--- config.mk ---
export PLATFORM = sky130hd
export DESIGN_NAME = cpts_front
export DESIGN_NICKNAME = d
export VERILOG_FILES = /design/src/hw/rtl/cpts_pkg.sv /design/src/hw/rtl/cpts_front.sv
export SDC_FILE = /design/constraint.sdc
export NUM_CORES = 1
export LEC_CHECK = 0
export BUFFER_PORTS_ARGS = -buffer_cell sky130_fd_sc_hd__buf_2
export CAP_MARGIN = 20
export CORE_MARGIN = 2
export CORE_UTILIZATION = 50
export DETAILED_ROUTE_END_ITERATION = 6
export PLACE_DENSITY = 0.77
export SYNTH_ARGS = -nofsm -noshare
export SYNTH_HDL_FRONTEND = slang
export SYNTH_SLANG_ARGS = --single-unit
--- constraint.sdc ---
create_clock -name clk -period 3.6 [get_ports clk]
set_clock_uncertainty 0.1 [all_clocks]
set_input_delay 0.54 -clock clk [delete_from_list [all_inputs] [get_ports clk]]
set_output_delay 0.54 -clock clk [all_outputs]
set_load 0.02 [all_outputs]
--- src/hw/rtl/cpts_pkg.sv ---
// Shared types, constants and the CORDIC angle table for the pan/tilt setpoint block.
// No dependencies.
`timescale 1ns / 1ps
package cpts_pkg;
	localparam int VW = 64;
	localparam int AW = 50;
	localparam int MW = 49;
	localparam int QW = 15;

	localparam logic [MW-1:0] PDEG_PER_CENTI = 49'd10000000000;
	localparam logic signed [AW-1:0] DEG90 = 50'sd90000000000000;
	localparam logic signed [AW-1:0] DEG180 = 50'sd180000000000000;
	localparam logic [63:0] RAD_IN_PDEG = 64'd57295779513082;
	localparam logic signed [31:0] GAIN_Q30 = 32'sd1768195363;

	typedef struct packed {
		logic xy_zero;
		logic x_zero;
		logic y_zero;
		logic x_pos;
		logic x_neg;
		logic y_pos;
		logic y_neg;
		logic z_pos;
	} meta_t;

	typedef struct packed {
		meta_t meta;
		logic signed [VW-1:0] leg;
		logic signed [VW-1:0] yv;
		logic signed [VW-1:0] zk;
	} item_t;

	function automatic logic signed [AW-1:0] step_angle(input int i);
		logic [63:0] r;
		begin
			case (i)
				0: r = 64'd45000000000000;
				1: r = 64'd26565051177078;
				2: r = 64'd14036243467926;
				3: r = 64'd7125016348902;
				4: r = 64'd3576334374997;
				5: r = 64'd1789910608246;
				6: r = 64'd895173710211;
				7: r = 64'd447614170861;
				8: r = 64'd223810500369;
				9: r = 64'd111905677066;
				10: r = 64'd55952891894;
				11: r = 64'd27976452617;
				12: r = 64'd13988227142;
				13: r = 64'd6994113675;
				14: r = 64'd3497056851;
				15: r = 64'd1748528427;
				16: r = 64'd874264214;
				default: r = RAD_IN_PDEG >> i;
			endcase
			return $signed(r[AW-1:0]);
		end
	endfunction
endpackage

--- src/hw/rtl/cpts_front.sv ---
// Front end: takes a coordinate beat, classifies it and forms the CORDIC start vectors.
// Depends on cpts_pkg.
`timescale 1ns / 1ps
module cpts_front import cpts_pkg::*; (
	input  logic                clk,
	input  logic                arst_n,
	input  logic                in_valid,
	output logic                in_ready,
	input  logic signed [23:0]  coord_x,
	input  logic signed [23:0]  coord_y,
	input  logic signed [23:0]  coord_z,
	output logic                push,
	input  logic                full,
	output item_t               item
);
	logic   valid_s1;
	item_t  item_s1;
	item_t  nxt;
	logic [23:0] ax, ay;
	logic signed [55:0] zprod;

	assign push = valid_s1 && !full;
	assign in_ready = !valid_s1 || !full;
	assign item = item_s1;

	always_comb begin
		ax = coord_x[23] ? 24'(-coord_x) : coord_x;
		ay = coord_y[23] ? 24'(-coord_y) : coord_y;
		zprod = 56'(coord_z) * 56'(GAIN_Q30);
		nxt.meta.x_zero  = coord_x == 24'sd0;
		nxt.meta.y_zero  = coord_y == 24'sd0;
		nxt.meta.xy_zero = nxt.meta.x_zero && nxt.meta.y_zero;
		nxt.meta.x_neg   = coord_x[23];
		nxt.meta.x_pos   = !coord_x[23] && !nxt.meta.x_zero;
		nxt.meta.y_neg   = coord_y[23];
		nxt.meta.y_pos   = !coord_y[23] && !nxt.meta.y_zero;
		nxt.meta.z_pos   = !coord_z[23] && coord_z != 24'sd0;
		nxt.leg = $signed({8'd0, ax, 32'd0});
		nxt.yv  = $signed({8'd0, ay, 32'd0});
		nxt.zk  = $signed({{6{zprod[55]}}, zprod, 2'b00});
	end

	always_ff @(posedge clk or negedge arst_n) begin
		if (!arst_n) begin
			valid_s1 <= 1'b0;
		end else if (in_ready) begin
			valid_s1 <= in_valid;
		end
	end

	always_ff @(posedge clk) begin
		if (in_ready && in_valid) begin
			item_s1 <= nxt;
		end
	end
endmodule

Yosys cells after proc, flatten, opt, wreduce, memory -nomap -nowiden
Index checks and enable logic that the tools add are counted.

Add/sub/neg operators: 2. Multiply operators: 1. Muxes and demuxes: 2. Reduce and logical (&&, ||, !) cells: 17.

Operator list (number): multiplier 24 x 32 -> 56 bit, second input constant (1); zero test 24 bit (2); negation 24 bit (2); two-way mux 23 bit (2); nonzero test 24 bit (1); zero test 1 bit (7); logical AND 1 bit (6); logical OR 1 bit (1).

Flip-flop bits (word level): 113. Bits of input ports: 76. Output and inout bits: 202.

Logic depth before layout (Yosys ltp)
Gate-level depths: netlist of run 1.

Depth after elaboration: 3. Gate-level depth with buffers: 25. Mapped depth without buffers: 25.

Worst setup path before layout of run 1
Ideal clock, no wire load.

Kind: in2reg. From: in coord_z[22]. To: reg, netlist name item[57]. Setup time: 260 ps. Arrival: 6460 ps. Required time: 3240 ps. Slack: -3219 ps. Stages: 22. Cell sequence: inv_1 -> ha_1 -> xor2_1 -> ha_1 -> fa_1 -> inv_1 -> fa_1 -> fa_1 -> fa_1 -> fa_1 -> inv_1 -> ha_1 -> nand3_1 -> or3_1 -> a2111o_1 -> a31oi_1 -> o21bai_1 -> o2bb2ai_1 -> o31ai_1 -> a221o_1 -> a21oi_1 -> xnor2_1.

RTL lines: start: declaration (RTL line cpts_front.sv:11) `input logic signed [23:0] coord_z,`.

==> impl_metrics.py, run 1 <==
metrics = {
    "outcome": {
        "status": "finished, violations left",
        "violations": "setup timing",
    },
    "setup_path": {
        "reg2reg_from": "valid_s1$_DFFE_PN0N_",
        "crit_path_top_delay_cell": "fa_2",
        "rrSetupSlack_ns": 1.79,
        "worst_r2r_endpoint": "item[195]$_DFFE_PP_",
        "cp_top_family": "adder cells",
        "cp-end-kind": "flip-flop",
        "worstPathCellList": "buf_4, ha_2, ha_2, fa_2, inv_1, fa_2, fa_1, fa_1, fa_1, inv_1, ha_1, nand4_1, or3_4, a2111o_1, a31oi_4, o21bai_4, o2bb2ai_4, o31ai_4, a221o_1, a21oi_2, xnor2_1",
        "max_stage_delay_ns": 0.57,
        "arrival_ns": 6.19,
        "required_ns": 3.67,
        "path_buf_inv": 3,
        "critPathKind": "input pin to flip-flop",
        "crit_top_cell": "fa_1",
        "crit_fanout": 3,
        "start_kind": "input pin",
        "r2r_cells": 3,
    },
    "clock_network": {
        "insertion_delay_ns": 0.42,
        "path_clk_slew_ns": 0.06,
        "numCtsBuffers": 17,
        "cts.sinks": 113,
        "htree_num_levels": 4,
        "cts_tree": "yes",
        "clk_path_buf_depth": 2,
        "cts-root-buf": "clkbuf_16",
    },
    "finish": {
        "area_growth_pct": 41.1,
        "final_area_sq_mm": 0.0236,
        "drive_gt1_share_pct": 41.1,
        "antenna_cells": 0,
        "fin_nets": 2764,
    },
    "synth": {
        "synth_edf_count": 112,
        "synth_top_cell_by_area": "fa_1",
        "synth_top_area_share_pct": 25.1,
        "syn-cell-area_sq_mm": 0.0167,
        "synth_top_flop_cell": "edfxtp_1",
        "synthTopCellsByCount": "385 x inv_1, 323 x ha_1, 210 x fa_1",
        "yosysMostFrequentCell": "inv_1",
        "postSynthCellCount": 1600,
        "synth-async-reset-ratio_pct": 0.885,
        "synth_seq_cells": 113,
        "ys_seq_area_share_pct": 20.2,
        "synth_area_leaders": "fa_1 25%, ha_1 24%, edfxtp_1 20%",
        "synth_warnings": 0,
        "syn_avg_cell_area_sq_um": 10.5,
        "netlist-cell-type-count": 56,
    },
    "placed_design": {
        "io_buffers": 195,
        "gp_congestion": 1.08,
        "postPlaceCellArea_sq_mm": 0.0209,
        "dp_slack_ns": -3.16,
        "place_hpwl_mm": 41.7,
    },
    "drt": {
        "drc": 0,
        "via_per_inst": 5.12,
        "drtPass1Iterations": 5,
        "wl_mm": 51.5,
        "vias": 13395,
        "postRouteAntennaNets": 0,
        "drt_iter0_markers": 775,
        "wire_per_inst_um": 19.7,
    },
    "floorplanning": {
        "die_y_um": 187,
        "coreArea_sq_mm": 0.0333,
        "ioPinCount": 278,
        "die_w_um": 187,
        "num_rows": 67,
        "start_util_pct": 50.3,
        "die_area_sq_mm": 0.0350,
    },
    "timing": {
        "period_share_pct": 170,
        "final.setup.worst_slack_ns": -2.52,
        "final_max_slew_viol_count": 0,
        "period_needed_ns": 6.12,
        "fmax_mhz": 164,
        "slew_headroom_pct": 59.4,
        "timing.final.hold_violations": 0,
        "timing_worst_slew_pin_value_ns": 0.603,
        "rsz0062_at_grt": "yes",
        "hold_ws_ns": 0.229,
        "finalSetupViolCount": 46,
    },
    "grt": {
        "grt_max_degree": 39,
        "overflow": 0,
        "antenna_found_initial": 0,
        "grt_pass1_vias": 13905,
        "grt_pass1_wl_mm": 75.8,
        "track_usage_pct": 28.4,
    },
    "worst_hold_path": {
        "min_path_type": "input pin to flip-flop",
        "hold_path_depth": 2,
        "hp-start": "in_valid",
        "worstHoldEndpoint": "valid_s1$_DFFE_PN0N_",
    },
    "flow_run": {
        "maxCapViolations": 0,
    },
}
worst register-to-register path: cells and delay by family (launching register included):
| kind | cells | cell delay (ns) |
|---|---|---|
| and+or+nand+nor | 2 | 0.58 |
| buffers and inverters | 1 | 0.41 |
| DFF | 1 | 0.38 |
layer usage:
layer  track usage, %  wire length (um)  up-vias
met5                0                 0        -
met3             4.45              3090       92
met4             10.1              1820        0
met1             35.8             20900     6649
li1                 -                 -     6135
met2             49.8             25600      519
sequential cells by signal, indices dropped and copies added (netlist names):
register  flops
valid_s1      1
item        112
repair_timing:
action,CTS,global route
cloned,0,0
endpoints found under the hold margin,1,0
hold buffers,1,0
gates resized for setup,249,108
pin swaps,142,90
setup endpoints to repair,47,47
buffers inserted,41,28
area by class of cell:
class	count	area, sq um
inverters	385	1480
repair buffers	564	4180
fillers	2268	9650
flip-flops and latches	113	3390
well taps	448	561
clock buffers	18	429
clock inverters	14	183
multi-input cells	1074	13400
per-stage QoR:
stage / utilization (%) / setup TNS, ns / cells
6_report: 71.0 / -79.36 / 2616
5_1_grt: 71.0 / -83.98 / 2616
4_1_cts: 69.2 / -76.34 / 2597
3_5_place_dp: 62.9 / -105.15 / 2524
3_3_place_gp: 62.9 / -102.69 / 2524
2_1_floorplan: - / -75.16 / 1681
cells in the final DEF, fill, tap and decap left out, types with 22 or more instances in the layout:
cell type | Yosys | layout
buf_6 | 0 | 75
edfxtp_1 | 112 | 112
inv_1 | 385 | 337
buf_4 | 88 | 296
buf_2 | 0 | 181
a21o_1 | 22 | 22
o21ai_0 | 46 | 24
fa_2 | 0 | 25
ha_1 | 323 | 240
xnor2_1 | 73 | 68
a21oi_2 | 0 | 26
fa_1 | 210 | 185
nand2_1 | 55 | 44
inv_2 | 0 | 41
conb_1 | 1 | 82
ha_4 | 0 | 71
worst max path at each step:
stage	from	to	slack, ns	cells past startpoint
after floorplan	coord_z[22]	item[57]$_DFFE_PP_	-2.76	22
after global placement	coord_z[23]	item[57]$_DFFE_PP_	-3.07	24
after detailed placement	coord_z[4]	item[57]$_DFFE_PP_	-3.16	24
after CTS	coord_z[22]	item[57]$_DFFE_PP_	-2.44	23
after global routing	coord_z[19]	item[57]$_DFFE_PP_	-2.68	21
final	coord_z[19]	item[57]$_DFFE_PP_	-2.52	21
kinds of logic after synthesis:
kind of cell | synth area share [%]
other | 0.0224
xor gates and xnor gates | 4.97
and+or+nand+nor | 5.43
AOI/OAI and AO/OA | 7.03
DFF | 20.2
buffers and inverters | 13.1
adders and majority gates | 49.2
Power of run 1 is left out: the tool's default activity adds up to more than one toggle a clock period on the data nets, which glitch-free logic cannot reach.
==> run 2: changes to the inputs <==
==> constraint.sdc (replaced) <==
create_clock -name clk -period 3.6 [get_ports clk]
set_clock_uncertainty 0.1 [all_clocks]
set_input_delay 0.18 -clock clk [delete_from_list [all_inputs] [get_ports clk]]
set_output_delay 0.18 -clock clk [all_outputs]
set_load 0.02 [all_outputs]
==> impl_metrics.py, run 2 (synthesized netlist as in run 1, its figures left out) <==
metrics = {
    "outcome": {
        "status": "finished, violations left",
        "violations": "setup timing",
    },
    "finish": {
        "drive_gt1_share_pct": 39.5,
        "fin_nets": 2796,
        "mostFrequentLayoutCells": "340 x inv_1, 306 x buf_4, 245 x ha_1",
        "final_common_cell": "inv_1",
        "area_growth_pct": 42.4,
        "largest_reg_flops": 112,
        "antenna_cells": 0,
    },
    "worst_hold_path": {
        "min_path_type": "input pin to flip-flop",
        "hold_path_depth": 2,
    },
    "grt": {
        "grt_pass1_wl_mm": 78.9,
        "grt_max_degree": 83,
        "grt_pass1_vias": 14302,
        "track_usage_pct": 29.5,
        "overflow": 0,
        "antenna_found_initial": 0,
    },
    "setup_path": {
        "start_kind": "input pin",
        "critPathKind": "input pin to flip-flop",
        "arrival_ns": 5.87,
        "cp-end-kind": "flip-flop",
        "required_ns": 3.70,
        "r2r_cells": 3,
        "crit_fanout": 5,
    },
    "floorplanning": {
        "num_rows": 67,
        "die_y_um": 187,
        "start_util_pct": 50.3,
        "die_w_um": 187,
        "die_area_sq_mm": 0.0350,
        "ioPinCount": 278,
        "coreArea_sq_mm": 0.0333,
    },
    "clock_network": {
        "clk_path_buf_depth": 2,
        "insertion_delay_ns": 0.44,
        "cts_tree": "yes",
        "cts-root-buf": "clkbuf_16",
        "numCtsBuffers": 17,
        "cts.sinks": 113,
        "path_clk_slew_ns": 0.06,
        "htree_num_levels": 4,
    },
    "placed_design": {
        "dp_slack_ns": -2.81,
        "io_buffers": 195,
        "gp_congestion": 1.02,
        "place_hpwl_mm": 41.1,
    },
    "drt": {
        "drt_iter0_markers": 889,
        "wl_mm": 53.4,
        "postRouteAntennaNets": 0,
        "drc": 0,
        "wire_per_inst_um": 20.2,
        "via_per_inst": 5.18,
        "drtPass1Iterations": 5,
        "vias": 13717,
    },
    "timing": {
        "fmax_mhz": 173,
        "finalSetupViolCount": 44,
        "rsz0062_at_grt": "yes",
        "period_needed_ns": 5.77,
        "final.setup.worst_slack_ns": -2.17,
        "timing.final.hold_violations": 0,
        "timing_worst_slew_pin_value_ns": 0.666,
        "slew_headroom_pct": 55.2,
        "hold_ws_ns": 0.0158,
        "period_share_pct": 160,
        "final_max_slew_viol_count": 0,
    },
    "flow_run": {
        "maxCapViolations": 0,
    },
}
==> run 2: changes by cell type in the layout (fill, tap and decap cells not counted), moves of 4 or more <==
cell / previous run / this run
inv_6: 2 / 6
buf_4: 296 / 306
inv_2: 41 / 37
dlygate4sd3_1: 1 / 41
ha_1: 240 / 245
ha_4: 71 / 64
buf_2: 181 / 177
buf_6: 75 / 58
==> run 2: final timing paths <==
path | startpoint | end | slack (ns)
setup / recovery | coord_z[22] | item[51]$_DFFE_PP_ | -2.17
hold / removal | coord_y[21] | item[117]$_DFFE_PP_ | 0.02
setup reg to reg | valid_s1$_DFFE_PN0N_ | item[2]$_DFFE_PP_ | 1.70
hold reg to reg | valid_s1$_DFFE_PN0N_ | item[117]$_DFFE_PP_ | 0.85
max in group asynchronous | arst_n | valid_s1$_DFFE_PN0N_ | 2.82
min in group asynchronous | arst_n | valid_s1$_DFFE_PN0N_ | 0.47
==> run 2: final cells by class <==
cell class | count | area [sq um]
multi-input cells | 1074 | 13300
inverters | 385 | 1480
flip-flops and latches | 113 | 3390
fillers | 2268 | 9440
clock inverters | 14 | 178
clock buffers | 18 | 429
well taps | 448 | 561
repair buffers | 596 | 4480
==> run 2: metrics by stage <==
stage | area, sq um | utilization (%) | TNS (ns) | std cells
2_1_floorplan | 17800 | - | -58.94 | 1681
5_1_grt | 23800 | 71.6 | -69.57 | 2648
3_5_place_dp | 21000 | 63.1 | -88.48 | 2534
6_report | 23800 | 71.6 | -63.76 | 2648
3_3_place_gp | 21000 | 63.1 | -85.10 | 2534
4_1_cts | 23100 | 69.5 | -59.49 | 2628
==> run 2: per-layer routing <==
layer | GRT usage (%) | wire (um) | share of wire (%) | vias up
met2 | 51.8 | 26600 | 50 | 645
met1 | 36.9 | 21300 | 40 | 6738
li1 | - | - | - | 6198
met3 | 4.50 | 3370 | 6.3 | 136
met5 | 0 | 0 | 0 | -
met4 | 10.9 | 2230 | 4.2 | 0
==> run 2: critical path, stage by stage <==
cell,delay [ns]
buf_8,0.10
buf_4,0.15
ha_1,0.19
ha_2,0.17
nor2_2,0.10
fa_1,0.45
fa_2,0.58
fa_2,0.46
fa_2,0.57
inv_1,0.05
fa_2,0.47
ha_4,0.30
nand4_1,0.16
or3_4,0.42
a2111o_1,0.34
a31oi_4,0.20
o21bai_4,0.10
o2bb2ai_4,0.17
buf_4,0.15
buf_6,0.10
buf_6,0.11
o21ai_2,0.14
a21oi_2,0.08
xnor2_1,0.12
==> run 2: repair_timing <==
action / 4_1_cts / 5_1_grt
gates resized for setup: 206 / 123
setup endpoints to repair: 46 / 46
hold endpoints to repair: 39 / 0
hold buffers: 41 / 0
setup buffers: 23 / 24
pin swaps: 96 / 91
Power of run 2 is left out for the same reason.
==> run 3: changes to the inputs <==
- CORE_UTILIZATION: 50 -> 45
- PLACE_DENSITY: 0.77 -> 0.71
==> impl_metrics.py, run 3 (synthesized netlist as in run 1, its figures left out) <==
metrics = {
    "timing": {
        "timing_worst_slew_pin_value_ns": 0.592,
        "rsz0062_at_grt": "yes",
        "final_max_slew_viol_count": 0,
        "final.setup.worst_slack_ns": -2.20,
        "timing.final.hold_violations": 0,
        "slew_headroom_pct": 60.2,
        "fmax_mhz": 172,
        "period_needed_ns": 5.80,
        "period_share_pct": 161,
        "finalSetupViolCount": 46,
        "finalSetupTns_ns": -63.31,
    },
    "setup_path": {
        "crit_fanout": 3,
        "max_stage_delay_ns": 0.57,
        "required_ns": 3.68,
        "crit_path_top_delay_cell": "fa_2",
        "worst_r2r_endpoint": "item[55]$_DFFE_PP_",
        "critPathKind": "input pin to flip-flop",
        "reg2reg_from": "valid_s1$_DFFE_PN0N_",
        "cp-end-kind": "flip-flop",
        "r2r_cells": 3,
        "start_kind": "input pin",
        "rrSetupSlack_ns": 1.76,
        "worstPathCellList": "buf_8, clkinvlp_4, ha_4, xor2_4, ha_4, fa_1, inv_1, fa_2, fa_2, fa_2, fa_1, inv_2, ha_4, nand3_2, or3_4, a2111o_1, a31oi_4, o21bai_4, o2bb2ai_4, o31ai_4, a221o_1, a21oi_2, xnor2_1",
        "arrival_ns": 5.89,
    },
    "drt": {
        "wire_per_inst_um": 19.7,
        "wl_mm": 53.0,
        "drc": 0,
        "vias": 13492,
        "postRouteAntennaNets": 0,
        "drt_iter0_markers": 636,
        "drtPass1Iterations": 7,
        "via_per_inst": 5.01,
    },
    "flow_run": {
        "maxCapViolations": 0,
    },
    "outcome": {
        "status": "finished, violations left",
        "violations": "setup timing",
    },
    "placed_design": {
        "gp_congestion": 1.06,
        "io_buffers": 195,
        "place_hpwl_mm": 41.3,
    },
    "finish": {
        "fin_util_pct": 66.6,
        "fillers": 2683,
        "final_common_cell": "inv_1",
        "area_growth_pct": 45.7,
        "largest_reg_flops": 112,
        "mostFrequentLayoutCells": "330 x inv_1, 312 x buf_4, 232 x ha_1",
        "drive_gt1_share_pct": 41.9,
        "fin_nets": 2819,
    },
    "grt": {
        "track_usage_pct": 26.4,
        "grt_max_degree": 58,
        "antenna_found_initial": 1,
        "grt_pass1_wl_mm": 77.8,
        "overflow": 0,
        "grt_pass1_vias": 14233,
    },
    "worst_hold_path": {
        "hold_path_depth": 2,
        "hp-start": "coord_x[14]",
        "worstHoldEndpoint": "item[174]$_DFFE_PP_",
        "min_path_type": "input pin to flip-flop",
    },
    "clock_network": {
        "numCtsBuffers": 17,
        "cts.sinks": 113,
        "cts_tree": "yes",
        "path_clk_slew_ns": 0.06,
        "cts-root-buf": "clkbuf_16",
        "clk_path_buf_depth": 2,
        "htree_num_levels": 4,
        "insertion_delay_ns": 0.43,
    },
    "floorplanning": {
        "die_y_um": 197,
        "ioPinCount": 278,
        "die_w_um": 197,
        "start_util_pct": 45.7,
        "num_rows": 70,
        "die_area_sq_mm": 0.0388,
        "coreArea_sq_mm": 0.0366,
    },
}
==> run 3: changes by cell type in the layout (fill, tap and decap cells not counted), sizes merged <==
| cell | change |
|---|---|
| buf | +24 |
| bufinv | -1 |
| clkinv | -1 |
| diode | +2 |
| inv | +1 |
==> run 3: worst max path at each step <==
stage,from,to,slack (ns),depth (start not counted)
2_1_floorplan,coord_z[22],item[57]$_DFFE_PP_,-2.40,22
6_report,coord_z[22],item[57]$_DFFE_PP_,-2.20,23
3_3_place_gp,coord_z[4],item[57]$_DFFE_PP_,-2.69,24
3_5_place_dp,coord_z[4],item[57]$_DFFE_PP_,-2.87,22
4_1_cts,coord_z[22],item[57]$_DFFE_PP_,-2.16,23
5_1_grt,coord_z[22],item[57]$_DFFE_PP_,-2.33,24
==> run 3: what timing repair did <==
| item | 4_1_cts | 5_1_grt |
|---|---|---|
| endpoints found under the hold margin | 40 | 1 |
| setup endpoints to repair | 46 | 46 |
| hold buffers | 40 | 1 |
| setup buffers | 41 | 36 |
| pin swaps | 104 | 124 |
| gates resized for setup | 267 | 135 |
==> run 3: per-layer routing <==
metal	part of all wire, %	vias to the layer above	global-route usage, %	wire, um
li1	-	6244	-	-
met1	41	6650	33.5	21700
met2	50	508	47.4	26600
met3	5.9	90	3.47	3120
met4	3.0	0	7.07	1570
met5	0	-	0	0
==> run 3: area by class of cell <==
type / instances / area [sq um] / share of cell area (%)
diodes: 2 / 5.00 / 0.0205
clock buffers: 19 / 443 / 1.82
clock inverters: 13 / 149 / 0.610
inverters: 385 / 1490 / 6.09
multi-input cells: 1074 / 13600 / 55.8
flip-flops and latches: 113 / 3390 / 13.9
well taps: 468 / 586 / 2.40
repair buffers: 619 / 4740 / 19.4
==> run 3: worst max-delay path, delay by kind of cell <==
kind | cells | cell delay [ns]
xor+xnor | 2 | 0.33
compound gates | 7 | 1.40
simple gates | 2 | 0.42
buf+inv | 4 | 0.29
fa+ha+maj | 8 | 3.29
==> run 3: stage by stage <==
stage          hold slack (ns)  setup WS (ns)  cells  instance area [sq um]
5_1_grt                0.00159          -2.33   2693                  24400
4_1_cts               0.000132          -2.16   2665                  23500
3_5_place_dp            -0.142          -2.87   2555                  21000
3_3_place_gp            -0.141          -2.69   2555                  21000
2_1_floorplan           -0.216          -2.40   1681                  17800
6_report               0.00937          -2.20   2693                  24400
Power of run 3 is left out for the same reason.
