==> src/hw/rtl/cpts_pkg.sv <==
// Shared types, constants and the CORDIC angle table for the pan/tilt setpoint block.
// No dependencies.
`timescale 1ns / 1ps
package cpts_pkg;
	localparam int VW = 64;
	localparam int AW = 50;
	localparam int MW = 49;
	localparam int QW = 15;

	localparam logic [MW-1:0] PDEG_PER_CENTI = 49'd10000000000;
	localparam logic signed [AW-1:0] DEG90 = 50'sd90000000000000;
	localparam logic signed [AW-1:0] DEG180 = 50'sd180000000000000;
	localparam logic [63:0] RAD_IN_PDEG = 64'd57295779513082;
	localparam logic signed [31:0] GAIN_Q30 = 32'sd1768195363;

	typedef struct packed {
		logic xy_zero;
		logic x_zero;
		logic y_zero;
		logic x_pos;
		logic x_neg;
		logic y_pos;
		logic y_neg;
		logic z_pos;
	} meta_t;

	typedef struct packed {
		meta_t meta;
		logic signed [VW-1:0] leg;
		logic signed [VW-1:0] yv;
		logic signed [VW-1:0] zk;
	} item_t;

	function automatic logic signed [AW-1:0] step_angle(input int i);
		logic [63:0] r;
		begin
			case (i)
				0: r = 64'd45000000000000;
				1: r = 64'd26565051177078;
				2: r = 64'd14036243467926;
				3: r = 64'd7125016348902;
				4: r = 64'd3576334374997;
				5: r = 64'd1789910608246;
				6: r = 64'd895173710211;
				7: r = 64'd447614170861;
				8: r = 64'd223810500369;
				9: r = 64'd111905677066;
				10: r = 64'd55952891894;
				11: r = 64'd27976452617;
				12: r = 64'd13988227142;
				13: r = 64'd6994113675;
				14: r = 64'd3497056851;
				15: r = 64'd1748528427;
				16: r = 64'd874264214;
				default: r = RAD_IN_PDEG >> i;
			endcase
			return $signed(r[AW-1:0]);
		end
	endfunction
endpackage

==> src/hw/rtl/cpts_fifo.sv <==
// Two-entry queue that decouples the front end from the CORDIC back end.
// Depends on cpts_pkg.
`timescale 1ns / 1ps
module cpts_fifo import cpts_pkg::*; (
	input  logic   clk,
	input  logic   arst_n,
	input  logic   push,
	input  item_t  wr_item,
	output logic   full,
	input  logic   pop,
	output logic   rd_valid,
	output item_t  rd_item
);
	item_t       mem_q [0:1];
	logic        wr_ptr_q, rd_ptr_q;
	logic [1:0]  count_q;

	assign full = count_q == 2'd2;
	assign rd_valid = count_q != 2'd0;
	assign rd_item = mem_q[rd_ptr_q];

	always_ff @(posedge clk or negedge arst_n) begin
		if (!arst_n) begin
			wr_ptr_q <= 1'b0;
			rd_ptr_q <= 1'b0;
			count_q <= 2'd0;
		end else begin
			if (push) wr_ptr_q <= !wr_ptr_q;
			if (pop) rd_ptr_q <= !rd_ptr_q;
			count_q <= count_q + 2'(push) - 2'(pop);
		end
	end

	always_ff @(posedge clk) begin
		if (push) begin
			mem_q[wr_ptr_q] <= wr_item;
		end
	end
endmodule

==> config.mk <==
export PLATFORM = sky130hd
export DESIGN_NAME = cpts_fifo
export DESIGN_NICKNAME = d
export VERILOG_FILES = /design/src/hw/rtl/cpts_pkg.sv /design/src/hw/rtl/cpts_fifo.sv
export SDC_FILE = /design/constraint.sdc
export NUM_CORES = 1
export LEC_CHECK = 0
export BUFFER_PORTS_ARGS = -buffer_cell sky130_fd_sc_hd__buf_2
export CAP_MARGIN = 20
export CORE_MARGIN = 10
export CORE_UTILIZATION = 55
export CTS_BUF_LIST = sky130_fd_sc_hd__clkbuf_8 sky130_fd_sc_hd__clkbuf_16
export CTS_CLUSTER_DIAMETER = 40
export CTS_CLUSTER_SIZE = 12
export DETAILED_ROUTE_END_ITERATION = 10
export PLACE_DENSITY = 0.85
export SYNTH_ARGS = -nofsm -noshare
export SYNTH_HDL_FRONTEND = slang
export SYNTH_SLANG_ARGS = --single-unit
==> constraint.sdc <==
create_clock -name clk -period 25 [get_ports clk]
set_clock_uncertainty 0.05 [all_clocks]
set_input_delay 1.25 -clock clk [delete_from_list [all_inputs] [get_ports clk]]
set_output_delay 1.25 -clock clk [all_outputs]
set_load 0.05 [all_outputs]
; ---- After elaboration in Yosys (flattened, before gate mapping)
; Memory sizes are Yosys's and may differ from the RTL's.
; Cells that the tools add are included.
[totals]
mem_bits_ro = 0
n_memories = 1
inputBits = 204
latchBits = 0
register_bits = 4
ram_bits = 400
[op_classes]
bitwise_logic = 0
n_mux = 2
reduce_logical = 3
n_div = 0
multipliers = 0
shift = 0
order_cmp = 0
n_eq_ne = 1
n_addsub = 2
[mem_list]
columns = memory, words, word_bits, read_ports, rd_ports_with_merged_regs, wr, line_no
row1 = mem_q, 2, 200, 1, 0, 1, cpts_fifo.sv:14  ; item_t mem_q [0:1];
[ops]
columns = op, n
row1 = $add 2x1->2, 1
row2 = $eq 2x2->1 const B, 1
row3 = $logic_not 1->1, 2
row4 = $mux 1, 2
row5 = $reduce_bool 2->1, 1
row6 = $sub 2x1->2, 1

; ---- Logic depth before layout (Yosys ltp)
; Gate-level depths: netlist of the first run.
[logic_depth]
depth_word = 2
ltp_mapped = 5
ltp_nobuf = 5

; ---- Least setup slack after synthesis of the first run
; Ideal clock, no wire load.
[synth_timing]
path_kind = input port to flip-flop
startpoint = in push
endpoint = mem mem_q[0][0] (netlist bit) (enable)
setup_time_ns = 0.787
arrival_ns = 9.874
cell_stages = 1
slack_ns = 14.289
t_required_ns = 24.163
cell_sequence = nor2b_1
[synth_between]
elab_chain_cells = 2
[synth_rtl]
columns = item, line_no
row1 = "start, declared", cpts_fifo.sv:7  ; input logic push,
row2 = $mux 1, cpts_fifo.sv:35  ; if (push) begin
row3 = $mux 1 (implied by the code), cpts_fifo.sv:36  ; mem_q[wr_ptr_q] <= wr_item;
row4 = "end, declared", cpts_fifo.sv:14
; No other way between the ends.

==> out/metrics.yaml, run 1 <==
yosys:
  ys_seq_area_frac: 0.824
  avgSynthCellArea_um2: 23.1
  synth_warnings: 0
  synth_edf_count: 400
  ys_ff_latch: 404
  yosysTopAreaCell: "edfxtp_1"
  synth.top_cells.by_count: "edfxtp_1, mux2_2, buf_6"
  synth_nets: 843
  yosysUniqueCellTypes: 12
  yosysTopAreaCellShare: 0.817
  async_reset_ff_frac: 0.00990
  syn_inst: 637
  synthTopCellsByArea: "edfxtp_1, mux2_2, buf_6"
  synth_ff_type: "edfxtp_1"
  synth.most_common_cell: "edfxtp_1"
  synth_area_um2: 14700
timing:
  clock.fmax_mhz: 230
  finalCritPeriodShare: 0.174
  grt_setup_unrepaired: "false"
  setup_violations: 0
  finalHoldViolCount: 0
  worst_pin_slew_ps: 1070
  slew_viol_final: 0
  relSlewSlack: 0.288
  period_minus_slack_ps: 4350
  setup_tns_ps: 0
min_path:
  holdCritPathClass: "primary input to async pin"
power:
  clockPowerShare: 0.269
  swShare: 0.395
  irDropWorstVdd_mv: 0.125
  leakagePower_nw: 7.11
  p_sw_w: 0.00106
  p_int_w: 0.00162
  powerDensity_nw_per_um2: 143
  p_seq_frac: 0.354
  combPwrFrac: 0.378
cells_and_area:
  final_nets: 1283
  layout-drive-gt1-share: 0.621
  area_delta_synth_final_pct: 26.9
  fin_cells: 1454
  num-fill-cells: 1525
  seqCellArea_um2: 12100
  multi_input_area_um2: 2350
die:
  die_y_um: 184
  start_util: 0.561
  die-area_um2: 33700
  pin_count: 406
  die_x_um: 184
  coreArea_um2: 26200
  row_count: 59
global_route:
  grt_max_degree: 79
  grt_pass1_vias: 8435
  grt_overflow: 0
  antenna_found_initial: 11
  track_usage: 0.200
  grt_pass1_wl_mm: 51.1
routing:
  routedWlPerCell_um: 24.2
  vias_per_cell: 5.32
  wirelength_mm: 35.2
  first_pass_iters: 4
  ant_nets: 0
  drc: 0
  via_count: 7734
  drt_iter0_drc: 477
clocking:
  post_cts_buffers: 0
  numCtsBuffers: 48
  ctsHoldBuffers: 0
  htreeDepth: 2
  tritoncts: "done"
  cts_resized: 0
  cts_sinks: 404
  path_clk_slew_ps: 50
  cts-root-buf: "clkbuf_16"
  clkLatencyLatePin_ps: 530
  clk_path_buf_depth: 3
critical_path:
  path_class: "register to output pin"
  worstPathArrival_ps: 3050
  crit_start: "rd_ptr_q"
  path_max_fanout: 77
  crit_path_start_kind: "register"
  critPathRequiredTime_ps: 23700
  end_kind: "output pin"
  r2r_start: "wr_ptr_q"
placed_design:
  dp_hpwl_mm: 24.0
  place_congestion: 0.792
  dp.cells: 1362
  io_buffers: 405
run_status:
  status: "finished, final reports clean"
flow_run:
  cap_violations: 0
## layout make-up
cell class                      instances  area share
Inverter                                2    0.000402
Sequential cell                       404       0.649
Clock buffer                           49      0.0657
Multi-Input combinational cell        209       0.126
Antenna cell                           10     0.00134
Timing Repair Buffer                  412       0.111
Clock inverter                         33      0.0234
Tap cell                              335      0.0225
## metal layers
metal  GRT usage  part of all wire  vias to the layer above
met5           0            0.0011                        -
met4      0.0672             0.026                        6
met3      0.0980              0.13                       68
met2       0.339              0.50                      399
met1       0.216              0.34                     3814
li1            -                 -                     3447
## power groups by stage
stage	logic (W)	registers, W	clock network (W)
2_1_floorplan	0.000821	0.000969	0
3_3_place_gp	0.00100	0.000950	0
3_5_place_dp	0.00101	0.000960	0
4_1_cts	0.00102	0.000949	0.000730
5_1_grt	0.00105	0.000959	0.000757
6_report	0.00101	0.000947	0.000719
## stage by stage
| stage | util | area [um^2] | total power, W | hold WS (ps) | setup slack, ps |
|---|---|---|---|---|---|
| 3_3_place_gp | 0.648 | 17000 | 0.00195 | 490 | 20900 |
| 4_1_cts | 0.711 | 18600 | 0.00270 | 441 | 20630 |
| 2_1_floorplan | - | 14700 | 0.00179 | 405 | 14290 |
| 6_report | 0.712 | 18700 | 0.00268 | 463 | 20650 |
| 3_5_place_dp | 0.648 | 17000 | 0.00197 | 489 | 20830 |
| 5_1_grt | 0.712 | 18700 | 0.00277 | 452 | 20530 |
## sequential cells by signal, summed over array words and instances, names as in the netlist
register	count
mem_q	400
count_q	2
rd_ptr_q	1
wr_ptr_q	1
## kinds of logic (layout without fill, tap and decap cells)
kind of cell  count (synthesis)  in the layout  synth area share
other cells                   0             10                 0
flops                       404            404             0.824
xor+xnor                      3              3           0.00281
fa+ha+maj                     2              2           0.00170
mux                         200            200             0.153
buf+inv                      24            496            0.0169
simple gates                  4              4           0.00170
## final timing paths
kind                           endpoint  slack [ps]  cells after the start
hold reg to reg                wr_ptr_q         540                      1
max in group asynchronous      rd_ptr_q       24310                      1
min in group clk               wr_ptr_q         540                      1
setup reg to reg           mem_q[0][22]       21850                      3
hold / removal               count_q[1]         460                      1
setup / recovery            rd_item[28]       20650                      3
## layout by cell type, fill, tap and decap left out
| cell | instances |
|---|---|
| buf_2 | 405 |
| edfxtp_1 | 400 |
| mux2_2 | 200 |
| clkbuf_16 | 49 |
| diode_2 | 10 |
| bufinv_16 | 10 |
| inv_1 | 8 |
| buf_4 | 7 |
| clkinv_2 | 5 |
| inv_6 | 3 |
| clkinvlp_4 | 3 |
| clkinv_1 | 3 |
| dfrtp_1 | 3 |
| xor2_1 | 2 |
| ha_1 | 2 |
| clkinv_4 | 2 |
| xor3_1 | 1 |
| nor2b_4 | 1 |
| or2_2 | 1 |
| nor2b_1 | 1 |
| and2_4 | 1 |
| inv_8 | 1 |
| dfrtp_4 | 1 |
## worst max-delay path, cell delays in order (launching register included)
cell	delay, ps
dfrtp_4	860
buf_4	840
mux2_2	450
buf_2	220
Note: power is estimated with default switching activity, not from simulation.
==> run 2, diff against run 1 <==
- ABC_AREA: default -> 1
- CORE_UTILIZATION: 55 -> 48
- PLACE_DENSITY: 0.85 -> 0.78
- clock period: 25 -> 3.92 ns (I/O delays scaled with it)
==> out/metrics.yaml, run 2 <==
critical_path:
  path_cells: "buf_12, nand2_1, o21ai_2, buf_2"
  crit_slowest_cell: "dfrtp_4"
  path_delay_family: "flip-flops"
  worstPathArrival_ps: 2740  # -310 ps
  path_max_fanout: 83  # +7.8%
  r2r_start: "wr_ptr_q"
  crit_path_start_kind: "register"
  critPathRequiredTime_ps: 3670  # -20030 ps
  end_kind: "output pin"
  ff2ff_setup_slack_ps: 1800  # -20050 ps
  path_class: "register to output pin"
  crit_buf_inv: 2  # unchanged
  r2r_cells: 3  # unchanged
  r2r-end: "mem_q[1][93]"
  cpPeakStageDelay_ps: 1030  # +170 ps
placed_design:
  place_congestion: 0.803  # +1.5%
  dpl_cell_area_um2: 18200  # +7.1%
  dp_hpwl_mm: 25.6  # +6.8%
  io_buffers: 405  # unchanged
clocking:
  ctsHoldBuffers: 204  # +204
  tritoncts: "done"
  clkLatencyLatePin_ps: 550  # +20 ps
  htreeDepth: 2  # unchanged
  cts-root-buf: "clkbuf_16"
  cts_resized: 0  # unchanged
  post_cts_buffers: 0  # unchanged
  clk_path_buf_depth: 3  # unchanged
  cts_sinks: 404  # unchanged
  path_clk_slew_ps: 60  # about the same
  numCtsBuffers: 49  # +2.1%
timing:
  period_minus_slack_ps: 2990
  slew_viol_final: 0  # unchanged
  finalHoldViolCount: 0  # unchanged
  grt_setup_unrepaired: "false"
  clock.fmax_mhz: 335
  whs_ps: 321  # -142 ps
  setup_violations: 0  # unchanged
  finalCritPeriodShare: 0.762
  worst_pin_slew_ps: 964  # -105 ps
  setup_tns_ps: 0  # unchanged
  relSlewSlack: 0.357  # +0.0697
global_route:
  track_usage: 0.211  # +0.0104
  antenna_found_initial: 4  # -7
  grt_max_degree: 84  # +6.3%
  grt_overflow: 0  # unchanged
  grt_pass1_vias: 11640  # +38%
  grt_pass1_wl_mm: 67.2  # +32%
routing:
  routedWlPerCell_um: 20.2  # -17%
  drt_iter0_drc: 753  # +58%
  vias_per_cell: 5.01  # -5.8%
  drc: 0  # unchanged
  wirelength_mm: 44.1  # +25%
  first_pass_iters: 4  # unchanged
  via_count: 10952  # +42%
  ant_nets: 0  # unchanged
yosys:
  synth.most_common_cell: "edfxtp_1"
  synthTopCellsByArea: "edfxtp_1, o21ai_2, inv_1"
  synth_area_um2: 15800  # +7.7%
  ys_ff_latch: 404  # unchanged
  yosysTopAreaCellShare: 0.759  # -0.0582
  ys_seq_area_frac: 0.765  # -0.0587
  synth_nets: 1276  # +51%
  synth_edf_count: 400  # unchanged
  yosysUniqueCellTypes: 13  # +1
  async_reset_ff_frac: 0.00990  # unchanged
  synth_warnings: 0  # unchanged
  synth.top_cells.by_count: "edfxtp_1, inv_1, nand2_1"
  yosysTopAreaCell: "edfxtp_1"
  synth_ff_type: "edfxtp_1"
  syn_inst: 1070  # +68%
  avgSynthCellArea_um2: 14.8  # -36%
cells_and_area:
  final_common_cell: "buf_2"
  largestRegisters: "mem_q x400, count_q x2"
  top_register: "mem_q"
  layout-drive-gt1-share: 0.383  # -0.238
  num-fill-cells: 2065  # +35%
  area_delta_synth_final_pct: 37.5
  stdcell_area_um2: 21800  # +17%
  finalCoreUtilization: 0.669  # -0.0432
  final_nets: 1912  # +49%
  most-common-layout-cells: "buf_2, edfxtp_1, inv_1"
  largest_reg_flops: 400  # unchanged
die:
  die_y_um: 202  # +9.9%
  row_count: 66  # +12%
  start_util: 0.487  # -0.0745
  die-area_um2: 40600  # +21%
  pin_count: 406  # unchanged
  coreArea_um2: 32500  # +24%
  die_x_um: 202  # +9.9%
min_path:
  min_path_cells: 2
  holdCritPathClass: "primary input to register"
  hp-start: "wr_item[133]"
  hold_path_end: "mem_q[1][133]"
power:
  powerDensity_nw_per_um2: 861  # +500%
  irDropWorstVdd_mv: 0.653  # +420%
  leakagePower_nw: 9.26  # +30%
  p_total_w: 0.0187  # +600%
flow_run:
  cap_violations: 0  # unchanged
run_status:
  status: "finished, final reports clean"
run 2: changes by cell type after synthesis, moves of 2 or more:
cell     delta
inv_1     +205
buf_6      +23
o21ai_0    +10
nand2_1   +207
nor2_1      +2
o21ai_2   +163
mux2_2    -200
o21ai_1    +27
nor2b_1     -2
run 2: kinds of logic after synthesis:
kind of cell | Yosys count | synth area share
flip-flops | 404 | 0.765
buffers and inverters | 252 | 0.0806
AND/OR/NAND/NOR | 210 | 0.0499
AO/OA/AOI/OAI | 200 | 0.102
XOR/XNOR | 2 | 0.00111
adder cells (fa/ha/maj) | 2 | 0.00158
run 2: where the power goes:
part | switching (W) | internal (W) | total (W)
clock | 0.00174 | 0.00252 | 0.00426
sequential | 0.000360 | 0.00573 | 0.00609
combinational | 0.00659 | 0.00180 | 0.00838
total | 0.00868 | 0.0101 | 0.0187
run 2: how the worst max path moves through the flow:
stage                              to  startpoint  cells past startpoint  slack, ps
final                     rd_item[57]    rd_ptr_q                      4        930
after global routing      rd_item[33]    rd_ptr_q                      4        820
after CTS                 rd_item[57]    rd_ptr_q                      4        970
after detailed placement  rd_item[39]    rd_ptr_q                      4       1600
after global placement    rd_item[13]    rd_ptr_q                      4       1620
after floorplan           mem_q[1][0]    wr_ptr_q                      2          2
run 2: per-layer routing:
metal  global-route usage  routed length (um)  vias up
li1                     -                   -     4955
met1                0.247               16300     5310
met2                0.358               22000      611
met3               0.0692                4550       76
met4               0.0728                1210        0
met5                    0                   0        -
run 2: cell type report:
cell class,count,area (um^2),share of cell area
clock inverters,34,287,0.0132
repair buffers,630,4310,0.198
clock buffers,50,1250,0.0575
flip-flops and latches,404,12100,0.557
inverters,207,781,0.0359
diodes,4,10.0,0.000460
well taps,442,553,0.0254
multi-input cells,414,2450,0.113
run 2: worst register-to-register path: stages (launching register included):
cell	delay [ps]
dfrtp_1	450
nand2_2	120
clkinvlp_4	620
buf_12	500
run 2: per-stage QoR:
stage | instances | setup slack, ps
after floorplan | 1070 | 2.27
after global placement | 1893 | 1620
after detailed placement | 1893 | 1600
after CTS | 2181 | 970
after global routing | 2184 | 817
final | 2185 | 933
==> run 3, diff against run 2 <==
- clock period: 3.92 -> 2.47 ns (I/O delays scaled with it)
==> out/metrics.yaml, run 3 (synthesis gave the netlist of run 2 again) <==
timing:
  worst_pin_slew_ps: 580  # -384 ps
  finalCritPeriodShare: 0.950
  setup_violations: 0  # unchanged
  setup_tns_ps: 0  # unchanged
  clock.fmax_mhz: 426
  grt_setup_unrepaired: "false"
  period_minus_slack_ps: 2350
  setup_slack_ps: 124  # -808 ps
  relSlewSlack: 0.614  # +0.256
  slew_viol_final: 0  # unchanged
  finalHoldViolCount: 0  # unchanged
die:
  coreArea_um2: 32500  # unchanged
  row_count: 66  # unchanged
  die-area_um2: 40600  # unchanged
  start_util: 0.487  # unchanged
  die_x_um: 202  # unchanged
  die_y_um: 202  # unchanged
  pin_count: 406  # unchanged
clocking:
  path_clk_slew_ps: 60  # about the same
  htreeDepth: 2  # unchanged
  cts_sinks: 404  # unchanged
  clkLatencyLatePin_ps: 530  # -20 ps
  tritoncts: "done"
  post_cts_buffers: 0  # unchanged
  cts-root-buf: "clkbuf_16"
  clk_path_buf_depth: 3  # unchanged
  numCtsBuffers: 46  # -6.1%
critical_path:
  path_common_cell: "buf_12"
  end_kind: "output pin"
  crit_end: "rd_item[82]"
  crit_path_start_kind: "register"
  cpPeakStageDelay_ps: 610  # -420 ps
  cp_num_cells: 5  # +1
  r2r_cells: 3  # unchanged
  crit_buf_inv: 3  # +1
  path_delay_family: "buffers and inverters"
  critPathRequiredTime_ps: 2300  # -1370 ps
  path_max_fanout: 36  # -57%
  crit_start: "rd_ptr_q"
  r2r-end: "mem_q[1][21]"
  path_cells: "buf_12, buf_12, nand2_1, o21ai_2, buf_2"
  worstPathArrival_ps: 2170  # -570 ps
  r2r_start: "wr_ptr_q"
  path_class: "register to output pin"
  ff2ff_setup_slack_ps: 860  # -940 ps
  crit_slowest_cell: "dfrtp_4"
cells_and_area:
  most-common-layout-cells: "buf_2, edfxtp_1, inv_1"
  largestRegisters: "mem_q x400, count_q x2"
  top_register: "mem_q"
  multi_input_area_um2: 2450  # unchanged
  largest_reg_flops: 400  # unchanged
  seqCellArea_um2: 12100  # unchanged
  final_common_cell: "buf_2"
  layout-drive-gt1-share: 0.381  # -0.00200
  finalCoreUtilization: 0.671  # +0.00200
  area_delta_synth_final_pct: 37.9
  num-fill-cells: 2025  # -1.9%
  fin_cells: 2183  # -0.092%
  final_nets: 1912  # unchanged
power:
  p_total_w: 0.0298  # +59%
  leakagePower_nw: 9.29  # +0.28%
  swShare: 0.456  # -0.00707
  powerDensity_nw_per_um2: 1360  # +59%
  p_sw_w: 0.0136  # +57%
  irDropWorstVdd_mv: 1.06  # +63%
  p_int_w: 0.0162  # +61%
  combPwrFrac: 0.456  # +0.009
  clockPowerShare: 0.224  # -0.003
  p_seq_frac: 0.319  # -0.006
placed_design:
  dp_hpwl_mm: 26.4  # +3.3%
  place_congestion: 0.820  # +2.1%
  dp.cells: 1896  # +0.16%
  pre_cts_ws_ps: 662  # -938 ps
  io_buffers: 405  # unchanged
routing:
  vias_per_cell: 4.96  # -0.99%
  via_count: 10834  # -1.1%
  ant_nets: 0  # unchanged
  wl_met1_mm: 16.0  # -1.8%
  top_layer_used: "met4"
  drc: 0  # unchanged
  wl_met3_mm: 4.66  # +2.6%
  wirelength_mm: 44.0  # -0.27%
  wl_met2_mm: 22.3  # +1.4%
  routedWlPerCell_um: 20.1  # -0.18%
  drt_iter0_drc: 747  # -0.80%
  first_pass_iters: 5  # +1
flow_run:
  cap_violations: 0  # unchanged
global_route:
  grt_overflow: 0  # unchanged
  grt_pass1_wl_mm: 67.7  # +0.67%
  grt_max_degree: 94  # +12%
  track_usage: 0.211  # about the same
  antenna_found_initial: 5  # +1
  grt_pass1_vias: 11473  # -1.4%
min_path:
  holdCritPathClass: "primary input to register"
run_status:
  status: "finished, final reports clean"
[run 3: how the worst min path moves through the flow]
stage / from / endpoint / slack (ps) / cells past startpoint
global route: wr_item[132] / mem_q[1][132] / 250 / 2
floorplan: arst_n / count_q[0] / -220 / 0
global placement: arst_n / rd_ptr_q / -110 / 1
detailed placement: arst_n / rd_ptr_q / -110 / 1
CTS: wr_item[4] / mem_q[0][4] / 220 / 2
finish: wr_item[185] / mem_q[0][185] / 260 / 2
[run 3: through the flow]
| stage | area (um^2) | hold WS [ps] |
|---|---|---|
| 4_1_cts | 21800 | 223 |
| 3_3_place_gp | 18300 | -114 |
| 2_1_floorplan | 15800 | -222 |
| 3_5_place_dp | 18300 | -109 |
| 5_1_grt | 21800 | 248 |
| 6_report | 21800 | 261 |
[run 3: cell type report]
type,instances,share of cell area
inverter,207,0.0358
antenna,6,0.000688
sequential,404,0.555
clock inverter,28,0.0124
tap,442,0.0253
clock buffer,49,0.0562
timing repair buffer,633,0.202
multi-input combinational,414,0.112
[run 3: layer usage]
layer  global-route usage  vias to the layer above
li1                     -                     4945
met1                0.244                     5196
met2                0.363                      624
met3               0.0723                       69
met4               0.0617                        0
met5                    0                        -
[run 3: power by group through the flow]
stage	Sequential [W]	Clock [W]	Combinational, W
floorplan	0.00960	0	0.0104
global placement	0.00954	0	0.0129
detailed placement	0.00960	0	0.0131
CTS	0.00947	0.00675	0.0134
global route	0.00962	0.00706	0.0142
finish	0.00952	0.00668	0.0136
[run 3: timing repair]
item                                   in CTS  in global routing
endpoints found under the hold margin     408                  0
resized for setup                           0                  4
setup endpoints to repair                   0                  2
hold buffers                              204                  0
